$ cat src/pclru_pkg.sv
// Package for the page cache LRU lookup core: sizes, payload structs,
// controller command and status structs. No dependencies.
package pclru_pkg;

  localparam int NUM_SLOTS  = 8;
  localparam int SLOT_W     = (NUM_SLOTS > 1) ? $clog2(NUM_SLOTS) : 1;
  localparam int PAGE_W     = 32;
  localparam int SIZE_W     = 31;
  localparam int AGE_W      = 64;
  localparam int IDX_W      = 6;
  localparam int ADDR_W     = 62;
  localparam int PROD_W     = PAGE_W + SIZE_W;

  localparam logic [SIZE_W-1:0] PAGE_SIZE_RESET = SIZE_W'(67108864);
  localparam logic [SLOT_W-1:0] LAST_SLOT       = SLOT_W'(NUM_SLOTS - 1);

  typedef struct packed {
    logic [PAGE_W-1:0] page_number;
    logic              fill_ok;
  } req_t;

  typedef struct packed {
    logic              hit;
    logic [IDX_W-1:0]  slot_index;
    logic              fill_request;
    logic [ADDR_W-1:0] fill_address;
    logic              failed;
  } rsp_t;

  typedef struct packed {
    logic load;
    logic step;
    logic commit;
  } ctrl_cmd_t;

  typedef struct packed {
    logic scan_last;
    logic rsp_busy;
  } ctrl_status_t;

  typedef enum logic [2:0] {
    ST_IDLE = 3'b001,
    ST_SCAN = 3'b010,
    ST_DONE = 3'b100
  } ctrl_state_t;

endpackage

$ cat src/pclru_ctrl.sv
// Controller state machine for the page cache LRU lookup core.
// Depends on pclru_pkg for the state, command and status types.
module pclru_ctrl (
  input  logic                    clk,
  input  logic                    rst,
  input  logic                    req_valid,
  output logic                    req_ready,
  input  logic                    rsp_ready,
  input  pclru_pkg::ctrl_status_t status,
  output pclru_pkg::ctrl_cmd_t    cmd
);
  import pclru_pkg::*;

  ctrl_state_t state;
  ctrl_state_t state_next;

  always_ff @(posedge clk) begin
    if (rst) begin
      state <= ST_IDLE;
    end else begin
      state <= state_next;
    end
  end

  always_comb begin
    state_next = state;
    cmd        = '0;
    req_ready  = 1'b0;
    unique case (state)
      ST_IDLE: begin
        req_ready = 1'b1;
        if (req_valid) begin
          cmd.load   = 1'b1;
          state_next = ST_SCAN;
        end
      end
      ST_SCAN: begin
        cmd.step = 1'b1;
        if (status.scan_last) begin
          state_next = ST_DONE;
        end
      end
      ST_DONE: begin
        if (!status.rsp_busy || rsp_ready) begin
          cmd.commit = 1'b1;
          state_next = ST_IDLE;
        end
      end
      default: begin
        state_next = ST_IDLE;
      end
    endcase
  end

endmodule

$ cat src/pclru_dp.sv
// Datapath for the page cache LRU lookup core: slot directory, access
// counter, page size register, scan trackers and result register.
// Depends on pclru_pkg.
module pclru_dp (
  input  logic                    clk,
  input  logic                    rst,
  input  pclru_pkg::req_t         req_data,
  input  logic                    cfg_valid,
  input  logic [pclru_pkg::SIZE_W-1:0] cfg_data,
  input  logic                    rsp_ready,
  output logic                    rsp_valid,
  output pclru_pkg::rsp_t         rsp_data,
  input  pclru_pkg::ctrl_cmd_t    cmd,
  output pclru_pkg::ctrl_status_t status
);
  import pclru_pkg::*;

  logic [SIZE_W-1:0] page_size;
  logic [AGE_W-1:0]  access_count;
  logic [NUM_SLOTS-1:0] slot_valid;
  logic [PAGE_W-1:0] slot_page [NUM_SLOTS];
  logic [AGE_W-1:0]  slot_age  [NUM_SLOTS];

  logic [PAGE_W-1:0] page;
  logic              fill_ok;
  logic [ADDR_W-1:0] fill_address;
  logic [SLOT_W-1:0] scan_idx;
  logic              hit_found;
  logic [SLOT_W-1:0] hit_idx;
  logic              free_found;
  logic [SLOT_W-1:0] free_idx;
  logic              best_set;
  logic [SLOT_W-1:0] best_idx;
  logic [AGE_W-1:0]  oldest_age;

  logic              cur_valid;
  logic [PAGE_W-1:0] cur_page;
  logic [AGE_W-1:0]  cur_age;
  logic [PROD_W-1:0] product;
  logic [SLOT_W-1:0] victim;
  logic [AGE_W-1:0]  count_inc;
  logic              do_update;
  logic [SLOT_W-1:0] upd_idx;

  assign cur_valid = slot_valid[scan_idx];
  assign cur_page  = slot_page[scan_idx];
  assign cur_age   = slot_age[scan_idx];
  assign product   = PROD_W'(req_data.page_number) * PROD_W'(page_size);
  assign victim    = free_found ? free_idx : best_idx;
  assign count_inc = access_count + AGE_W'(1);
  assign do_update = cmd.commit && (hit_found || fill_ok);
  assign upd_idx   = hit_found ? hit_idx : victim;

  assign status.scan_last = (scan_idx == LAST_SLOT);
  assign status.rsp_busy  = rsp_valid;

  always_ff @(posedge clk) begin
    if (rst) begin
      page_size <= PAGE_SIZE_RESET;
    end else if (cfg_valid) begin
      page_size <= cfg_data;
    end
  end

  always_ff @(posedge clk) begin
    if (cmd.load) begin
      page         <= req_data.page_number;
      fill_ok      <= req_data.fill_ok;
      fill_address <= product[ADDR_W-1:0];
    end
  end

  always_ff @(posedge clk) begin
    if (cmd.load) begin
      scan_idx   <= '0;
      hit_found  <= 1'b0;
      hit_idx    <= '0;
      free_found <= 1'b0;
      free_idx   <= '0;
      best_set   <= 1'b0;
      best_idx   <= '0;
      oldest_age <= '0;
    end else if (cmd.step) begin
      if (!status.scan_last) begin
        scan_idx <= scan_idx + SLOT_W'(1);
      end
      if (cur_valid && (cur_page == page) && !hit_found) begin
        hit_found <= 1'b1;
        hit_idx   <= scan_idx;
      end
      if (!cur_valid && !free_found) begin
        free_found <= 1'b1;
        free_idx   <= scan_idx;
      end
      if (cur_valid && (!best_set || (cur_age < oldest_age))) begin
        best_set   <= 1'b1;
        best_idx   <= scan_idx;
        oldest_age <= cur_age;
      end
    end
  end

  always_ff @(posedge clk) begin
    if (rst) begin
      slot_valid   <= '0;
      access_count <= '0;
    end else if (do_update) begin
      slot_valid[upd_idx] <= 1'b1;
      access_count        <= count_inc;
    end
  end

  always_ff @(posedge clk) begin
    if (do_update) begin
      slot_page[upd_idx] <= page;
      slot_age[upd_idx]  <= count_inc;
    end
  end

  always_ff @(posedge clk) begin
    if (rst) begin
      rsp_valid <= 1'b0;
    end else if (cmd.commit) begin
      rsp_valid <= 1'b1;
    end else if (rsp_ready) begin
      rsp_valid <= 1'b0;
    end
  end

  always_ff @(posedge clk) begin
    if (cmd.commit) begin
      rsp_data.hit          <= hit_found;
      rsp_data.fill_request <= !hit_found;
      rsp_data.failed       <= !hit_found && !fill_ok;
      rsp_data.fill_address <= hit_found ? '0 : fill_address;
      if (hit_found) begin
        rsp_data.slot_index <= IDX_W'(hit_idx);
      end else if (fill_ok) begin
        rsp_data.slot_index <= IDX_W'(victim);
      end else begin
        rsp_data.slot_index <= '0;
      end
    end
  end

endmodule

$ cat src/page_cache_lru_lookup_core.sv
// Page cache LRU lookup core: fully associative slot directory with
// timestamp LRU replacement.
// Requests come in on req_valid/req_ready with req_data (page_number,
// fill_ok). Results leave on rsp_valid/rsp_ready with rsp_data (hit,
// slot_index, fill_request, fill_address, failed), one per request.
// The page size register is written through cfg_valid/cfg_ready/cfg_data;
// cfg_ready is always high, and writes belong to idle periods.
// Each request runs through a load step that takes it in and forms the
// page address product, a scan step per slot as the shared compare unit
// walks the directory for a hit, the first free slot and the oldest age,
// and a commit step that updates the directory and loads the result
// register. A new request is taken only after the last one has committed.
// The result register is separate from the scan, so the next request is
// taken while a result waits; if the receiver still stalls when that next
// scan ends, the block holds its finish step until the result register frees.
// Synchronous reset clears all valid bits and the access counter, empties the
// result register and sets the page size to 64 MiB.
// Depends on pclru_pkg, pclru_ctrl and pclru_dp.
module page_cache_lru_lookup_core (
  input  logic                         clk,
  input  logic                         rst,
  input  logic                         req_valid,
  output logic                         req_ready,
  input  pclru_pkg::req_t              req_data,
  output logic                         rsp_valid,
  input  logic                         rsp_ready,
  output pclru_pkg::rsp_t              rsp_data,
  input  logic                         cfg_valid,
  output logic                         cfg_ready,
  input  logic [pclru_pkg::SIZE_W-1:0] cfg_data
);
  import pclru_pkg::*;

  ctrl_cmd_t    cmd;
  ctrl_status_t status;

  assign cfg_ready = 1'b1;

  pclru_ctrl u_ctrl (
    .clk       (clk),
    .rst       (rst),
    .req_valid (req_valid),
    .req_ready (req_ready),
    .rsp_ready (rsp_ready),
    .status    (status),
    .cmd       (cmd)
  );

  pclru_dp u_dp (
    .clk       (clk),
    .rst       (rst),
    .req_data  (req_data),
    .cfg_valid (cfg_valid && cfg_ready),
    .cfg_data  (cfg_data),
    .rsp_ready (rsp_ready),
    .rsp_valid (rsp_valid),
    .rsp_data  (rsp_data),
    .cmd       (cmd),
    .status    (status)
  );

  a_busy_after_accept: assert property (@(posedge clk) disable iff (rst)
    req_valid && req_ready |=> !req_ready)
    else $error("request taken while a scan was starting");

  a_hit_no_fill: assert property (@(posedge clk) disable iff (rst)
    rsp_valid && rsp_data.hit |-> !rsp_data.fill_request && !rsp_data.failed
      && (rsp_data.fill_address == '0))
    else $error("hit result carries fill fields");

  a_failed_fields: assert property (@(posedge clk) disable iff (rst)
    rsp_valid && rsp_data.failed |-> rsp_data.fill_request
      && (rsp_data.slot_index == '0))
    else $error("failed result malformed");

  a_commit_room: assert property (@(posedge clk) disable iff (rst)
    cmd.commit |-> !rsp_valid || rsp_ready)
    else $error("result overwritten before transaction");

endmodule

$ cat config.mk
export PLATFORM = sky130hd
export DESIGN_NAME = page_cache_lru_lookup_core
export DESIGN_NICKNAME = d
export VERILOG_FILES = /design/src/pclru_pkg.sv /design/src/pclru_ctrl.sv /design/src/pclru_dp.sv /design/src/page_cache_lru_lookup_core.sv
export SDC_FILE = /design/constraint.sdc
export NUM_CORES = 2
export LEC_CHECK = 0
export ABC_CLOCK_PERIOD_IN_PS = 24100
export BUFFER_PORTS_ARGS = -buffer_cell sky130_fd_sc_hd__buf_2
export CORE_ASPECT_RATIO = 0.5
export CORE_UTILIZATION = 65
export CTS_CLUSTER_DIAMETER = 100
export CTS_CLUSTER_SIZE = 30
export DETAILED_ROUTE_END_ITERATION = 7
export PLACE_DENSITY = 0.92
export RECOVER_POWER = 50
export SLEW_MARGIN = 10
export SYNTH_ARGS = -nofsm -noshare
export SYNTH_HDL_FRONTEND = slang
export SYNTH_HIERARCHICAL = 1
export SYNTH_SLANG_ARGS = --single-unit
$ cat constraint.sdc
create_clock -name clk -period 24.1 [get_ports clk]
set_input_delay 4.82 -clock clk [delete_from_list [all_inputs] [get_ports clk]]
set_output_delay 4.82 -clock clk [all_outputs]
set_load 0.005 [all_outputs]
==> summary.md <==
| Metric | Value |
|---|---|
| Drc violations | `0` |
| Worst r2r src | `u_dp/hit_found` |
| Arrival @ worst endpoint | `14.02 ns` |
| Number of primary I/O pins | `143` |
| FILL cells | `just over 7,000` |
| Non-Filler Instances | `7,769` |
| Setup crit start | `req_data[26]` |
| Starting Density | `65.88%` |
| Post-synth EDFFs | `931` |
| Status | `finished with violations` |
| Share of cells above drive strength 1 | `between 7 and 8%` |
| Fin. max-slew vios | `1,428` |
| Clock Skew | `0.05022 ns` |
| Part of the cycle the worst path needs | `56.39%` |
| TritonRoute pass-1 iters | `7` |
| CTS root buffer | `clkbuf_16` |
| Synthesized cell area | `76,380 um^2` |
| CP endpoint kind | `flop` |
| Fraction of registers with async set/reset | `0%` |
| Top FF cell, synth | `edfxtp_1` |
| Worst-Skew Late Latency | `about 0.68 ns` |
| Crit path required time | `24.53 ns` |
| Synth-to-Final Area Change | `4.233%` |
| # rows | `roughly 90` |
| Cts repair resizes | `0` |
| Via count | `49,318` |
| Setup violators final | `0` |
| Initial DRC Count | `5,802` |
| Clock Tree Buf Depth | `3` |
| R2r worst-path depth | `8` |
| Maximum vdd ir drop | `around 0.18 mV` |
| Hold Crit Start | `u_dp/oldest_age[31]` |
| WS Path Type | `in2reg` |
| Die Y | `244.4 um` |
| WHS | `around 0.48 ns` |
| Clock slew at reported path FFs | `0.12 ns` |
| Grt ovf | `0` |
| Library cells used by synthesis | `75` |
| Endpoints failing hold | `0` |
| Hold Crit Endpoint | `u_dp/oldest_age[31]` |
| Number of synthesized register bits | `1,120` |
| Crit path time final | `13.59 ns` |
| DP HPWL | `124,800 um` |
| DIE WIDTH | `486.8 um` |
| Initial antenna violation count | `0` |
| Multi-input gate area | `39,900 um^2` |
| Type of the worst min-delay path | `reg2reg` |
| Pwr/cell area | `103.3 nW/um^2` |
| Failing checks | `capacitance limit, slew limit` |
| Synth Instances | `6,244` |
| Hold Path Cell Cnt | `2` |
| Total global-route track usage | `31.94%` |
| Core area | `115,900 um^2` |
| Setup tns final | `0 ns` |
| Vias in the first global route | `53,073` |
| LEAKAGE | `33.19 nW` |
| R2R setup slack | `15.32 ns` |
| Vias/cell | `6.348` |
| PortBufs | `between 100 and 150` |
| CTS Buf Count | `45` |
| Post-CTS Setup Bufs | `0` |
| Max Cap Viol | `39` |
| Post-CTS Hold Fix Bufs | `0` |
| DP Cell Count | `7,686` |
| Htree depth | `2` |
| Warnings, synthesis | `6` |
| Post-route ant nets | `0` |
| RD Place Congestion | `between 0.9 and 1` |
| Largest net degree at the start of global routing | `105` |
| Clock sinks | `about 1,100` |
| CTS tree | `done` |
| WL/cell | `23.90 um` |
| Die area | `around 120,000 um^2` |
| Total Routed Length | `185,600 um` |
| Worst slew pin tran | `between 3 and 4 ns` |
| FF+latch area | `31,750 um^2` |
| Fmax | `73.58 MHz` |
| Sequential share of the synthesized area | `41.56%` |
| Critical path fanouts, max | `32` |
| # diodes | `0` |
| Nets@finish | `~7,400` |
| Syn avg cell area | `~12 um^2` |
| Slew margin rel. | `-156.3%` |
| FF-to-FF End | `u_dp/slot_age[2][46]` |
| RSZ-0062 raised after global routing | `false` |
| First-pass GRT wire length | `292,100 um` |
| Worst Setup Start Kind | `input port` |
==> state kept, by name, indices dropped and copies added (netlist names), 8 cells and up, named ones only <==
register and cells:
u_dp/access_count 64, u_dp/fill_address 62, u_dp/oldest_age 64, u_dp/page 32, u_dp/page_size 31, u_dp/rsp_data 68, u_dp/slot_age 512, u_dp/slot_page 256
u_dp/slot_valid 8
==> kinds of logic after synthesis <==
| family | after synthesis | synth area share (%) |
|---|---|---|
| and+or+nand+nor | 1841 | 12.10 |
| buffers and inverters | 1265 | 6.292 |
| adders and majority gates | 1181 | 27.85 |
| DFF | 1120 | 41.56 |
| AOI/OAI and AO/OA | 359 | 3.101 |
| muxes | 274 | 6.774 |
| xor gates and xnor gates | 202 | 2.316 |
| other | 2 | 0.009832 |
==> power by group <==
group	leakage (nW)	switching [mW]	internal, mW
Clock	0.651	0.599	0.369
Sequential	11.0	0.0284	2.33
Combinational	21.6	2.99	1.91
==> worst max-delay path by stage <==
stage                                  endpoint  slack [ns]  cells past startpoint
after CTS                 u_dp/fill_address[60]       11.63                     22
after global placement    u_dp/fill_address[54]       11.06                     22
final                     u_dp/fill_address[60]       10.51                     24
after floorplan             u_dp/slot_age[1][0]        5.58                      5
after detailed placement  u_dp/fill_address[60]       10.93                     22
after global routing      u_dp/fill_address[54]       10.35                     22
==> stage by stage <==
step           instance area (um^2)  setup WS [ns]  util (%)  power, mW
2_1_floorplan                 76390          5.581         -      5.746
3_3_place_gp                  78430          11.06     67.65      7.033
3_5_place_dp                  78430          10.93     67.65      7.121
4_1_cts                       79810          11.63     68.83      8.121
5_1_grt                       79610          10.35     68.67      8.762
6_report                      79610          10.51     68.67      8.221
==> Yosys cell counts (42+ instances only) <==
master	n	area (um^2)
xnor2_1	127	1112
nand3_1	57	285.3
dfxtp_1	189	3784
edfxtp_1	931	27960
clkbuf_1	315	1182
mux2i_1	77	770.7
ha_1	316	3954
a21oi_1	97	485.5
xor2_1	75	656.9
nor2b_1	71	444.2
a211oi_1	73	548.0
nand2_1	725	2721
nor4_1	75	469.2
inv_1	905	3397
nand4_1	42	262.8
o21ai_0	53	265.3
and2_1	561	3510
fa_1	865	17320
nor2_1	187	701.9
a21o_1	53	397.9
mux4_2	194	4369
==> cell usage in the layout, fill, tap and decap left out, types with 8 or more instances in the layout <==
master,count
nand4_1,42
and2_1,559
o21ai_0,53
a31oi_1,11
fa_1,865
inv_1,905
a21o_1,53
nor2_4,8
clkbuf_16,45
buf_4,63
dfxtp_1,186
and3_1,13
nand2_1,725
o21bai_1,9
nor3_1,37
xnor2_1,127
nor2b_1,71
nand3_1,57
xor2_1,75
or3_1,21
buf_2,95
a211oi_1,73
nand2b_1,15
ha_1,316
a21oi_1,96
mux4_2,194
nor4_1,78
mux2i_1,77
clkbuf_1,95
edfxtp_1,931
nor2_1,179
==> layout make-up <==
type                       instances  area share, %
clock inverter                     8         0.1744
clock buffer                      75          1.556
tap                             1575          2.475
sequential                      1120          39.88
inverter                         906          4.275
timing repair buffer             224          1.523
multi-input combinational       3861          50.12
==> worst max-delay path: stages <==
cell and delay (ns):
buf_2 0.07, clkbuf_1 1.50, and2_1 0.31, fa_1 0.45, fa_1 0.56, inv_1 0.07, fa_1 0.50, fa_1 0.53
inv_1 0.06, fa_1 0.57, fa_1 0.44, fa_1 0.53, inv_1 0.06, fa_1 0.48, inv_1 0.05, ha_1 0.42
inv_1 0.14, nor4_1 0.40, nand2_1 0.10, or4_1 0.49, a31oi_1 0.74, a31oi_1 0.30, o31ai_1 0.30, nor3_1 0.07
==> routing by layer <==
metal  global-route usage (%)  part of all wire (%)
met5                        0                     0
met1                    40.76                    35
met3                    6.814                    11
met2                    53.20                    48
met4                    13.93                   4.7
Note: power is estimated with default switching activity, not from simulation.
